$ cat config.mk
export PLATFORM = sky130hd
export DESIGN_NAME = orthogonal_polynomial_series_eval
export DESIGN_NICKNAME = d
export VERILOG_FILES = /design/src/hdl/opse_pkg.sv /design/src/hdl/opse_recip_rom.sv /design/src/hdl/opse_mul_unit.sv /design/src/hdl/orthogonal_polynomial_series_eval.sv
export SDC_FILE = /design/constraint.sdc
export NUM_CORES = 2
export LEC_CHECK = 0
export BUFFER_PORTS_ARGS = -buffer_cell sky130_fd_sc_hd__buf_2
export CORE_MARGIN = 5
export CORE_UTILIZATION = 60
export DETAILED_ROUTE_END_ITERATION = 10
export PLACE_DENSITY = 0.87
export SYNTH_ARGS = -nofsm -noshare
export SYNTH_HDL_FRONTEND = slang
export SYNTH_HIERARCHICAL = 1
export SYNTH_SLANG_ARGS = --single-unit
$ cat constraint.sdc
create_clock -name aclk -period 8.2 [get_ports aclk]
set_input_delay 0.82 -clock aclk [delete_from_list [all_inputs] [get_ports aclk]]
set_output_delay 0.82 -clock aclk [all_outputs]
set_load 0.01 [all_outputs]
$ cat src/hdl/opse_pkg.sv
`default_nettype none

package opse_pkg;

    // Series limits
    localparam int MAX_TERMS = 64;
    localparam int CNT_W     = $clog2(MAX_TERMS + 1);
    localparam int L_W       = $clog2(2 * MAX_TERMS);

    // Field widths
    localparam int X_W       = 32;
    localparam int COEF_W    = 32;
    localparam int BASIS_W   = 3;
    localparam int VALUE_W   = 40;

    // Fixed-point datapath widths
    localparam int FRAC_W    = 30;
    localparam int POLY_W    = 34;
    localparam int OPA_W     = 35;
    localparam int OPB_W     = 34;
    localparam int PROD_W    = OPA_W + OPB_W;
    localparam int RES_W     = 36;
    localparam int T_W       = 38;
    localparam int SUM_W     = RES_W + $clog2(MAX_TERMS);
    localparam int RECIP_W   = FRAC_W;

    // Basis codes
    localparam logic [BASIS_W-1:0] BASIS_CHEB      = 3'd0;
    localparam logic [BASIS_W-1:0] BASIS_CHEB_EVEN = 3'd1;
    localparam logic [BASIS_W-1:0] BASIS_CHEB_ODD  = 3'd2;
    localparam logic [BASIS_W-1:0] BASIS_LEG       = 3'd3;
    localparam logic [BASIS_W-1:0] BASIS_LEG_EVEN  = 3'd4;
    localparam logic [BASIS_W-1:0] BASIS_LEG_ODD   = 3'd5;

    typedef enum logic [1:0] {
        VAR_FULL,
        VAR_EVEN,
        VAR_ODD
    } variant_t;

    typedef struct packed {
        logic     legendre;
        variant_t variant;
    } basis_dec_t;

    typedef enum logic [2:0] {
        ST_IDLE,
        ST_PLAN,
        ST_ADV_M,
        ST_ADV_Q,
        ST_TERM,
        ST_FINISH
    } state_t;

    // Request to the shared multiplier: magnitudes and the product sign
    typedef struct packed {
        logic             start;
        logic             neg;
        logic [OPA_W-1:0] a;
        logic [OPB_W-1:0] b;
    } mul_req_t;

    // Rounded signed product, valid while done is high
    typedef struct packed {
        logic             done;
        logic [RES_W-1:0] result;
    } mul_rsp_t;

    // Map a basis code to family and term selection; unused codes act as full Chebyshev
    function automatic basis_dec_t basis_decode(input logic [BASIS_W-1:0] code);
        basis_dec_t d;
        case (code)
            BASIS_CHEB_EVEN: d = '{legendre: 1'b0, variant: VAR_EVEN};
            BASIS_CHEB_ODD:  d = '{legendre: 1'b0, variant: VAR_ODD};
            BASIS_LEG:       d = '{legendre: 1'b1, variant: VAR_FULL};
            BASIS_LEG_EVEN:  d = '{legendre: 1'b1, variant: VAR_EVEN};
            BASIS_LEG_ODD:   d = '{legendre: 1'b1, variant: VAR_ODD};
            default:         d = '{legendre: 1'b0, variant: VAR_FULL};
        endcase
        return d;
    endfunction

endpackage

`default_nettype wire

$ cat src/hdl/opse_recip_rom.sv
`default_nettype none

module opse_recip_rom (
    input  wire logic [opse_pkg::L_W-1:0]     l,
    output logic      [opse_pkg::RECIP_W-1:0] recip
);
    import opse_pkg::*;

    localparam int DEPTH = 2 ** L_W;

    logic [RECIP_W-1:0] rom [DEPTH];

    // Build round(2^30 / l); entries below two hold the entry for two
    for (genvar g = 0; g < DEPTH; g++) begin : g_rom
        localparam longint LDIV  = (g < 2) ? 2 : g;
        localparam longint ENTRY = ((longint'(1) << FRAC_W) + LDIV / 2) / LDIV;
        assign rom[g] = RECIP_W'(ENTRY);
    end

    assign recip = rom[l];

endmodule

`default_nettype wire

$ cat src/hdl/opse_mul_unit.sv
`default_nettype none

module opse_mul_unit (
    input  wire logic               aclk,
    input  wire logic               aresetn,
    input  wire opse_pkg::mul_req_t req,
    output opse_pkg::mul_rsp_t      rsp
);
    import opse_pkg::*;

    localparam logic [PROD_W-1:0] HALF = PROD_W'(1) << (FRAC_W - 1);

    logic [OPA_W-1:0]        a_reg;
    logic [OPB_W-1:0]        b_reg;
    logic                    neg_op_reg;
    logic [PROD_W-1:0]       prod_reg;
    logic                    neg_prod_reg;
    logic signed [RES_W-1:0] res_reg;
    logic [2:0]              valid_reg;

    logic [PROD_W-1:0]       rounded;
    logic signed [RES_W-1:0] mag_s;
    logic signed [RES_W-1:0] res_next;

    // Round to nearest, ties away from zero, then restore the sign
    assign rounded  = (prod_reg + HALF) >> FRAC_W;
    assign mag_s    = signed'(RES_W'(rounded));
    assign res_next = neg_prod_reg ? -mag_s : mag_s;

    // Track the request through operand, product and result stages
    always_ff @(posedge aclk) begin
        if (!aresetn) begin
            valid_reg <= '0;
        end else begin
            valid_reg <= {valid_reg[1:0], req.start};
        end
    end

    // Hold operands, multiply, round
    always_ff @(posedge aclk) begin
        if (req.start) begin
            a_reg      <= req.a;
            b_reg      <= req.b;
            neg_op_reg <= req.neg;
        end
        prod_reg     <= PROD_W'(a_reg) * PROD_W'(b_reg);
        neg_prod_reg <= neg_op_reg;
        res_reg      <= res_next;
    end

    assign rsp.done   = valid_reg[2];
    assign rsp.result = res_reg;

endmodule

`default_nettype wire

$ cat src/hdl/orthogonal_polynomial_series_eval.sv
// Chebyshev / Legendre series evaluator.
// Input channel (s_*): one coefficient per request. The first request of a series
// also carries the point s_x (Q1.30) and s_basis; s_last closes the series.
// Result channel (m_*): one request per series, sent after the last coefficient:
// the sum in Q15.24 clipped to 40 bits, a clip flag and a term-limit flag.
// Throughput: the block takes a new coefficient only after it is through with the last.
// A coefficient takes one multiply on the shared multiplier for its term plus up to
// two recurrence steps, each one multiply for Chebyshev or two for Legendre (the
// division by l is a reciprocal-table multiply). Coefficients past the term limit
// take no multiply. s_ready is high only while the sequencer is idle.
// Reset: aresetn is synchronous, active low; the block returns to idle, awaits the
// first coefficient of a new series and drops any pending result.
// Stall: a result waits in the output register while m_ready is low and the next
// coefficient is still taken; a later result waits until that register frees.
`default_nettype none

module orthogonal_polynomial_series_eval (
    input  wire logic                                   aclk,
    input  wire logic                                   aresetn,
    input  wire logic                                   s_valid,
    output logic                                        s_ready,
    input  wire logic signed [opse_pkg::X_W-1:0]        s_x,
    input  wire logic        [opse_pkg::BASIS_W-1:0]    s_basis,
    input  wire logic signed [opse_pkg::COEF_W-1:0]     s_coefficient,
    input  wire logic                                   s_last,
    output logic                                        m_valid,
    input  wire logic                                   m_ready,
    output logic signed      [opse_pkg::VALUE_W-1:0]    m_value,
    output logic                                        m_saturated,
    output logic                                        m_too_long
);
    import opse_pkg::*;

    localparam logic signed [POLY_W-1:0] ONE_Q30  = POLY_W'(1) << FRAC_W;
    localparam logic signed [T_W-1:0]    POLY_MAX = T_W'((longint'(1) << (POLY_W - 1)) - 1);
    localparam logic signed [T_W-1:0]    POLY_MIN = -(T_W'(longint'(1) << (POLY_W - 1)));
    localparam logic signed [SUM_W-1:0]  OUT_MAX  =
        SUM_W'((longint'(1) << (VALUE_W - 1)) - 1);
    localparam logic signed [SUM_W-1:0]  OUT_MIN  =
        -(SUM_W'(longint'(1) << (VALUE_W - 1)));

    // Control state
    state_t                   state_reg, state_next;
    logic                     in_series_reg, in_series_next;
    logic                     issued_reg, issued_next;
    logic [1:0]               steps_reg, steps_next;
    logic                     out_valid_reg, out_valid_next;

    // Series state
    logic signed [X_W-1:0]    point_reg, point_next;
    logic [BASIS_W-1:0]       basis_reg, basis_next;
    logic [CNT_W-1:0]         cnt_reg, cnt_next;
    logic signed [POLY_W-1:0] older_reg, older_next;
    logic signed [POLY_W-1:0] newer_reg, newer_next;
    logic signed [SUM_W-1:0]  sum_reg, sum_next;
    logic                     ovf_reg, ovf_next;
    logic signed [COEF_W-1:0] coef_reg, coef_next;
    logic                     last_reg, last_next;
    logic [L_W-1:0]           l_reg, l_next;
    logic signed [RES_W-1:0]  m_reg, m_next;

    // Output register
    logic signed [VALUE_W-1:0] out_value_reg, out_value_next;
    logic                      out_sat_reg, out_sat_next;
    logic                      out_long_reg, out_long_next;

    // Datapath
    basis_dec_t               dec;
    mul_req_t                 req;
    mul_rsp_t                 rsp;
    logic [RECIP_W-1:0]       recip;
    logic signed [RES_W-1:0]  res;
    logic signed [X_W:0]      pt_ext, pt_abs;
    logic signed [COEF_W:0]   cf_ext, cf_abs;
    logic signed [POLY_W:0]   nw_ext, nw_abs;
    logic signed [POLY_W-1:0] p_sel;
    logic signed [POLY_W:0]   p_ext, p_abs;
    logic signed [T_W-1:0]    d_val, d_abs;
    logic signed [T_W-1:0]    t_cheb, t_leg;
    logic signed [POLY_W-1:0] sat_cheb, sat_leg;

    function automatic logic signed [POLY_W-1:0] sat_poly(input logic signed [T_W-1:0] t);
        logic signed [POLY_W-1:0] r;
        if (t > POLY_MAX) begin
            r = POLY_W'(POLY_MAX);
        end else if (t < POLY_MIN) begin
            r = POLY_W'(POLY_MIN);
        end else begin
            r = POLY_W'(t);
        end
        return r;
    endfunction

    assign dec = basis_decode(basis_reg);
    assign res = signed'(rsp.result);

    opse_recip_rom u_recip_rom (
        .l     (l_reg),
        .recip (recip)
    );

    opse_mul_unit u_mul_unit (
        .aclk    (aclk),
        .aresetn (aresetn),
        .req     (req),
        .rsp     (rsp)
    );

    // Operand magnitudes
    assign pt_ext = (X_W + 1)'(point_reg);
    assign pt_abs = pt_ext[X_W] ? -pt_ext : pt_ext;
    assign cf_ext = (COEF_W + 1)'(coef_reg);
    assign cf_abs = cf_ext[COEF_W] ? -cf_ext : cf_ext;
    assign nw_ext = (POLY_W + 1)'(newer_reg);
    assign nw_abs = nw_ext[POLY_W] ? -nw_ext : nw_ext;

    // Pick the polynomial value that weights this coefficient
    always_comb begin
        case (dec.variant)
            VAR_EVEN: p_sel = older_reg;
            VAR_ODD:  p_sel = newer_reg;
            default:  p_sel = (cnt_reg == '0) ? older_reg : newer_reg;
        endcase
    end
    assign p_ext = (POLY_W + 1)'(p_sel);
    assign p_abs = p_ext[POLY_W] ? -p_ext : p_ext;

    // Recurrence arithmetic
    assign d_val    = T_W'(m_reg) - T_W'(older_reg);
    assign d_abs    = d_val[T_W-1] ? -d_val : d_val;
    assign t_cheb   = (T_W'(res) <<< 1) - T_W'(older_reg);
    assign t_leg    = (T_W'(m_reg) <<< 1) - T_W'(older_reg) - T_W'(res);
    assign sat_cheb = sat_poly(t_cheb);
    assign sat_leg  = sat_poly(t_leg);

    // Sequence one coefficient through the shared multiplier
    always_comb begin
        state_next     = state_reg;
        in_series_next = in_series_reg;
        issued_next    = issued_reg;
        steps_next     = steps_reg;
        out_valid_next = out_valid_reg;
        point_next     = point_reg;
        basis_next     = basis_reg;
        cnt_next       = cnt_reg;
        older_next     = older_reg;
        newer_next     = newer_reg;
        sum_next       = sum_reg;
        ovf_next       = ovf_reg;
        coef_next      = coef_reg;
        last_next      = last_reg;
        l_next         = l_reg;
        m_next         = m_reg;
        out_value_next = out_value_reg;
        out_sat_next   = out_sat_reg;
        out_long_next  = out_long_reg;
        req            = '0;
        s_ready        = 1'b0;

        // Drop the result once the receiver takes it
        if (out_valid_reg && m_ready) begin
            out_valid_next = 1'b0;
        end

        case (state_reg)
            ST_IDLE: begin
                s_ready = 1'b1;
                if (s_valid) begin
                    coef_next  = s_coefficient;
                    last_next  = s_last;
                    state_next = ST_PLAN;
                    // Open a new series on its first coefficient
                    if (!in_series_reg) begin
                        point_next     = s_x;
                        basis_next     = s_basis;
                        cnt_next       = '0;
                        older_next     = ONE_Q30;
                        newer_next     = POLY_W'(s_x);
                        sum_next       = '0;
                        ovf_next       = 1'b0;
                        in_series_next = 1'b1;
                    end
                end
            end

            ST_PLAN: begin
                if (cnt_reg >= CNT_W'(MAX_TERMS)) begin
                    ovf_next   = 1'b1;
                    state_next = ST_FINISH;
                end else begin
                    if (dec.variant == VAR_FULL) begin
                        steps_next = (cnt_reg >= CNT_W'(2)) ? 2'd1 : 2'd0;
                        l_next     = L_W'(cnt_reg);
                    end else begin
                        steps_next = (cnt_reg != '0) ? 2'd2 : 2'd0;
                        l_next     = L_W'({cnt_reg, 1'b0});
                    end
                    if (steps_next != 2'd0) begin
                        state_next = ST_ADV_M;
                    end else begin
                        state_next = ST_TERM;
                    end
                end
            end

            ST_ADV_M: begin
                req.start   = !issued_reg;
                req.neg     = point_reg[X_W-1] ^ newer_reg[POLY_W-1];
                req.a       = OPA_W'(nw_abs);
                req.b       = OPB_W'(pt_abs);
                issued_next = 1'b1;
                if (rsp.done) begin
                    issued_next = 1'b0;
                    if (dec.legendre) begin
                        m_next     = res;
                        state_next = ST_ADV_Q;
                    end else begin
                        older_next = newer_reg;
                        newer_next = sat_cheb;
                        l_next     = l_reg + L_W'(1);
                        steps_next = steps_reg - 2'd1;
                        state_next = (steps_reg == 2'd1) ? ST_TERM : ST_ADV_M;
                    end
                end
            end

            ST_ADV_Q: begin
                req.start   = !issued_reg;
                req.neg     = d_val[T_W-1];
                req.a       = OPA_W'(d_abs);
                req.b       = OPB_W'(recip);
                issued_next = 1'b1;
                if (rsp.done) begin
                    issued_next = 1'b0;
                    older_next  = newer_reg;
                    newer_next  = sat_leg;
                    l_next      = l_reg + L_W'(1);
                    steps_next  = steps_reg - 2'd1;
                    state_next  = (steps_reg == 2'd1) ? ST_TERM : ST_ADV_M;
                end
            end

            ST_TERM: begin
                req.start   = !issued_reg;
                req.neg     = coef_reg[COEF_W-1] ^ p_sel[POLY_W-1];
                req.a       = OPA_W'(p_abs);
                req.b       = OPB_W'(cf_abs);
                issued_next = 1'b1;
                if (rsp.done) begin
                    issued_next = 1'b0;
                    sum_next    = sum_reg + SUM_W'(res);
                    cnt_next    = cnt_reg + CNT_W'(1);
                    state_next  = ST_FINISH;
                end
            end

            ST_FINISH: begin
                if (!last_reg) begin
                    state_next = ST_IDLE;
                end else if (!out_valid_reg || m_ready) begin
                    // Clip the sum into the output range and close the series
                    out_valid_next = 1'b1;
                    out_long_next  = ovf_reg;
                    if (sum_reg > OUT_MAX) begin
                        out_value_next = VALUE_W'(OUT_MAX);
                        out_sat_next   = 1'b1;
                    end else if (sum_reg < OUT_MIN) begin
                        out_value_next = VALUE_W'(OUT_MIN);
                        out_sat_next   = 1'b1;
                    end else begin
                        out_value_next = VALUE_W'(sum_reg);
                        out_sat_next   = 1'b0;
                    end
                    in_series_next = 1'b0;
                    state_next     = ST_IDLE;
                end
            end

            default: begin
                state_next = ST_IDLE;
            end
        endcase
    end

    // Hold control state
    always_ff @(posedge aclk) begin
        if (!aresetn) begin
            state_reg     <= ST_IDLE;
            in_series_reg <= 1'b0;
            issued_reg    <= 1'b0;
            steps_reg     <= '0;
            out_valid_reg <= 1'b0;
        end else begin
            state_reg     <= state_next;
            in_series_reg <= in_series_next;
            issued_reg    <= issued_next;
            steps_reg     <= steps_next;
            out_valid_reg <= out_valid_next;
        end
    end

    // Hold series and output payload
    always_ff @(posedge aclk) begin
        point_reg     <= point_next;
        basis_reg     <= basis_next;
        cnt_reg       <= cnt_next;
        older_reg     <= older_next;
        newer_reg     <= newer_next;
        sum_reg       <= sum_next;
        ovf_reg       <= ovf_next;
        coef_reg      <= coef_next;
        last_reg      <= last_next;
        l_reg         <= l_next;
        m_reg         <= m_next;
        out_value_reg <= out_value_next;
        out_sat_reg   <= out_sat_next;
        out_long_reg  <= out_long_next;
    end

    assign m_valid     = out_valid_reg;
    assign m_value     = out_value_reg;
    assign m_saturated = out_sat_reg;
    assign m_too_long  = out_long_reg;

endmodule

`default_nettype wire

# After elaboration in Yosys (flattened, before gate mapping)

Memory sizes are Yosys's and may differ from the RTL's.
Index checks and enable logic that the tools add are counted.

Flip-flop bits (word level): 455
ROM bits: 3,840
Input port bits: 72
Memories kept: 1

Memory list:

| name             | depth | bits a word | rd ports | clocked after memory_dff | wr ports | line                 | source |
|---|---|---|---|---|---|---|---|
| (name not given) | 128   | 30          | 1        | 0                        | 0        | opse_recip_rom.sv:20 | `assign recip = rom[l];` |

$add $sub $neg: 15
Multipliers: 1
Order comparisons: 9
Eq/ne operators: 24
Multiplexer cells: 79
Bitwise operators: 4
Reductions and logical operators: 25

Operators by type and width:

| operator                                                        | count |
|---|---|
| 2-to-1 mux 34 bit                                               | 15 |
| case mux 71 bit (3 select lines)                                | 1 |
| case mux 34 bit (3 select lines)                                | 2 |
| 2-to-1 mux 42 bit                                               | 3 |
| 2-to-1 mux 35 bit                                               | 3 |
| case mux 42 bit (2 select lines)                                | 1 |
| greater-than comparator 38 x 34 -> 1 bit, second input constant | 2 |
| < comparator 38 x 34 -> 1 bit, second input constant            | 2 |
| subtractor 37 x 34 -> 38 bit                                    | 2 |
| negation 34 -> 35 bit                                           | 2 |
| case mux 34 bit (2 select lines)                                | 1 |
| adder 66 x 30 -> 66 bit, second input constant                  | 1 |
| multiplier 35 x 34 -> 66 bit                                    | 1 |
| 2-to-1 mux 33 bit                                               | 2 |
| negation 32 -> 33 bit                                           | 2 |
| 2-to-1 mux 30 bit                                               | 2 |
| 2-to-1 mux 7 bit                                                | 8 |
| adder 42 x 36 -> 42 bit                                         | 1 |
| greater-than comparator 42 x 40 -> 1 bit, second input constant | 1 |
| < comparator 42 x 40 -> 1 bit, second input constant            | 1 |
| 2-to-1 mux 40 bit                                               | 1 |
| subtractor 38 x 36 -> 38 bit                                    | 1 |
| subtractor 36 x 34 -> 37 bit                                    | 1 |
| 2-to-1 mux 36 bit                                               | 1 |
| other kinds (42)                                                | 100 |

# Depth between registers and ports, before layout

Depth in word-level cells: 10
Mapped depth: 29
Gate-level depth less buffers: 26

# Modules after synthesis

The synthesis kept the hierarchy.

By module, submodules not included:

| module                            | times used | cells each | area each (sq um) |
|---|---|---|---|
| opse_mul_unit                     | 1          | 4,636      | 42,970.0 |
| orthogonal_polynomial_series_eval | 1          | 2,796      | 24,931.4 |
| opse_recip_rom                    | 1          | 702        | 4,239.1 |

# Worst setup path before layout

Ideal clock, no wire load.

Path type: register -> register
Start point: register u_mul_unit.b_reg[6]
End point: register u_mul_unit.prod_reg[50]
Library setup time: 72 ps
Arrival: 7,727 ps
Data required time: 8,128 ps
Setup slack: 401 ps
Stages on the path, launching flop included: 28
Path buffers: 3
Clock period less this slack: 7,799 ps
Path through: edfxtp_1 clkbuf_1 clkbuf_1 nand2_1 fa_1 inv_1 fa_1 fa_1 inv_1 fa_1 fa_1 inv_1 fa_1 fa_1 inv_1 fa_1 inv_1 ha_1 clkbuf_1 nand3_1 nor3_1 nand4_1 a211oi_1 o21ai_0 o31ai_1 a21oi_1 o21ai_0 xor2_1

Cells in the longest elaborated chain, start to end: 1

Ends and longest elaborated chain:

| what                         | line                | source |
|---|---|---|
| from (decl)                  | opse_mul_unit.sv:14 | `logic [OPB_W-1:0] b_reg;` |
| from (signal assigned)       | opse_mul_unit.sv:43 | `b_reg <= req.b;` |
| multiplier 35 x 34 -> 66 bit | opse_mul_unit.sv:46 | `prod_reg <= PROD_W'(a_reg) * PROD_W'(b_reg);` |
| to (signal assigned)         | opse_mul_unit.sv:46 |  |
| to (decl)                    | opse_mul_unit.sv:16 | `logic [PROD_W-1:0] prod_reg;` |

No other way between the ends.
A chain may end at the register's enable or synchronous reset.

# Final worst setup path

Start point: register u_mul_unit.b_reg[8]
End point: register u_mul_unit.prod_reg[58]

The elaborated chain is that of the path after synthesis.

==> impl_results.md <==
* Initial Utilization at 60.3%
* CP Buf/Inv Count at 8
* GR Layer Usage met2 at 57.7%
* Largest register FFs at 42
* Drt first pass iters at 6
* Hold Buf Count CTS at 0
* Status: finished, final reports clean
* Hold depth at 1
* CTS buffer count at 52
* Ys flop type: edfxtp_1
* Routed len/inst at 24.7 um
* Worst min-delay path class: in -> reg
* Worst Reg2Reg Path Length in Cells at 27
* Initial antenna violation count at 9
* Tmin final at 8.10 ns
* Die footprint at 0.127 mm^2
* Seq/Total Area, Yosys at 16.6%
* Flops & latches, synth at 426
* Final WL at 243000 um
* Row count at 127
* Worst EP arrival at 8.69 ns
* Startpoint types: register
* ANT nets after route at 0
* Max incr delay on CP at 0.62 ns
* First-pass GRT wire length at 374000 um
* Worst skew pair latency at 0.67 ns
* CTS root buf: clkbuf_16
* Netlist cell types at 108
* Critical path type: reg -> reg
* Endpoints failing hold at 0
* I/O Buffers at 115
* Post-synth ARST share at 0%
* Final instance area at 0.0781 mm^2
* Die Span X at 357 um
* Hold WS at 0.324 ns
* Finished Core Util at 65.3%
* Post-Route Setup TNS at 0 ns
* Vias in the first global route at 62932
* Post-synth EDFFs at 341
* DRC at 0
* CP Capture Type: register
* Cells after Synth at 8134
* Slowest CP cell: or4b_2
* Average size of a mapped cell at 8.87 um^2
* Ratio of cells with drive above 1 in the final layout at 8.35%
* Largest net degree at the start of global routing at 141
* Core ar. at 0.120 mm^2
* CP Data Required Time at 8.80 ns
* Pins Over Slew Limit at 0
* Fmax at 0.124 GHz
* Max Cap Violations at 0
* Number of DRC markers in iteration 0 at 7253
* Vias/cell at 6.27
* H-tree depth at 2
* Cell family with most CP delay: adder cells
* Most frequent cells in the layout: 1236 x inv_1, 1076 x fa_1, 1063 x nand2_1
* CTS sink cnt at 426
* Clock Tree Buf Depth at 3
* Die Y at 357 um
* # IOs at 116
* Clk slew on worst S/H paths at 0.07 ns
* Worst Path Max Fanout at 14
* Slew margin rel. at 15.3%
* CTS tree: built
* GRT met1 Usage at 51.3%
* Placed cell area at 0.0757 mm^2
* Area Growth Syn to Fin at 8.24%
* Clock Skews at 0.0195 ns
* Routability cong. at 1.09
* Final #Nets at 9780
* Via count at 61647
* Total Routing Usage GR at 38.2%
* DP HPWL at 192000 um
* Fillers at 9298
* Worst Tran Pin Value at 1.27 ns
* Cell area after synthesis at 0.0721 mm^2
* GR Layer Usage met3 at 10.3%
* Final setup fails at 0
* RSZ-0062 raised after global routing: true
* Synthesis Warnings at 6
* Commonest non-fill, non-tap cell in the layout: inv_1
* CP dominant cell by count: fa_1
* WP depth at 27
* Gr ovfl total at 0
* Grt peak-use layer: met2
* Final worst-path cycle share at 98.7%
[cells in the mapped netlist, drive strengths merged (63+ instances only)]
cell / number / area (um^2)
a21oi: 337 / 1690
nor2b: 68 / 425
nand3: 108 / 571
a22oi: 69 / 518
clkbuf: 388 / 1460
fa: 1088 / 21800
nor2: 288 / 1090
dfxtp: 85 / 1700
edfxtp: 341 / 10200
buf: 85 / 464
xor2: 173 / 1520
ha: 449 / 5620
a21o: 131 / 983
a31oi: 77 / 482
o211ai: 63 / 478
xnor2: 228 / 2000
o21ai: 296 / 1480
nor3: 86 / 435
inv: 1237 / 4640
and2: 604 / 3780
nand2: 1067 / 4010
[timing repair]
action / CTS / global route
hold endpoints to repair: 0 / 0
pin swaps: 1 / 29
resized for setup: 10 / 68
setup buffers: 3 / 35
setup endpoints to repair: 16 / 23
gates cloned: 0 / 1
[worst reg2reg max path: cells and delay by family, from the launching register on]
family	cells	cell delay (ns)
AOI/OAI and AO/OA	4	0.88
DFF	1	0.38
and+or+nand+nor	6	1.31
buffers and inverters	8	0.90
adders and majority gates	9	4.57
[kinds of logic (layout without fill, tap and decap cells)]
| family | after synthesis | count (layout) | synth area share (%) |
|---|---|---|---|
| AND/OR/NAND/NOR | 2570 | 2570 | 17.6 |
| buffers and inverters | 1713 | 1793 | 9.11 |
| adder cells (fa/ha/maj) | 1537 | 1537 | 38.0 |
| AO/OA/AOI/OAI | 1458 | 1458 | 13.4 |
| flip-flops | 426 | 426 | 16.6 |
| XOR/XNOR | 401 | 401 | 4.87 |
| multiplexers | 28 | 28 | 0.467 |
| other | 1 | 7 | 0.00520 |
[metal layers]
| layer | routed length (um) | share of wire (%) |
|---|---|---|
| met1 | 92400 | 38 |
| met2 | 107000 | 44 |
| met3 | 29200 | 12 |
| met4 | 14900 | 6.1 |
| met5 | 78 | 0.032 |
[final timing paths]
kind                              startpoint  slack, ns                              end
max            u_mul_unit/b_reg[8]$_DFFE_PP_       0.10  u_mul_unit/prod_reg[58]$_DFF_P_
min reg2reg  u_mul_unit/neg_op_reg$_DFFE_PP_       0.35  u_mul_unit/neg_prod_reg$_DFF_P_
max reg2reg    u_mul_unit/b_reg[8]$_DFFE_PP_       0.10  u_mul_unit/prod_reg[58]$_DFF_P_
min                         s_coefficient[7]       0.32            coef_reg[7]$_DFFE_PP_
[layout make-up]
| class | instances | area [um^2] | area share, % |
|---|---|---|---|
| flip-flops and latches | 426 | 11900 | 15.3 |
| clock inverters | 28 | 339 | 0.434 |
| diodes | 5 | 12.5 | 0.0160 |
| repair buffers | 455 | 3700 | 4.74 |
| inverters | 1240 | 4650 | 5.96 |
| multi-input cells | 5996 | 54000 | 69.1 |
| clock buffers | 70 | 1440 | 1.84 |
| well taps | 1612 | 2020 | 2.58 |
[per-stage QoR]
step,cells,setup WS (ns)
after detailed placement,9689,-0.259
final,9832,0.104
after global placement,9689,-0.104
after global routing,9827,-0.0949
after floorplan,8135,0.401
after CTS,9790,0.0285
Power is left out: the tool's default activity adds up to more than one toggle a clock period on the data nets, which glitch-free logic cannot reach.
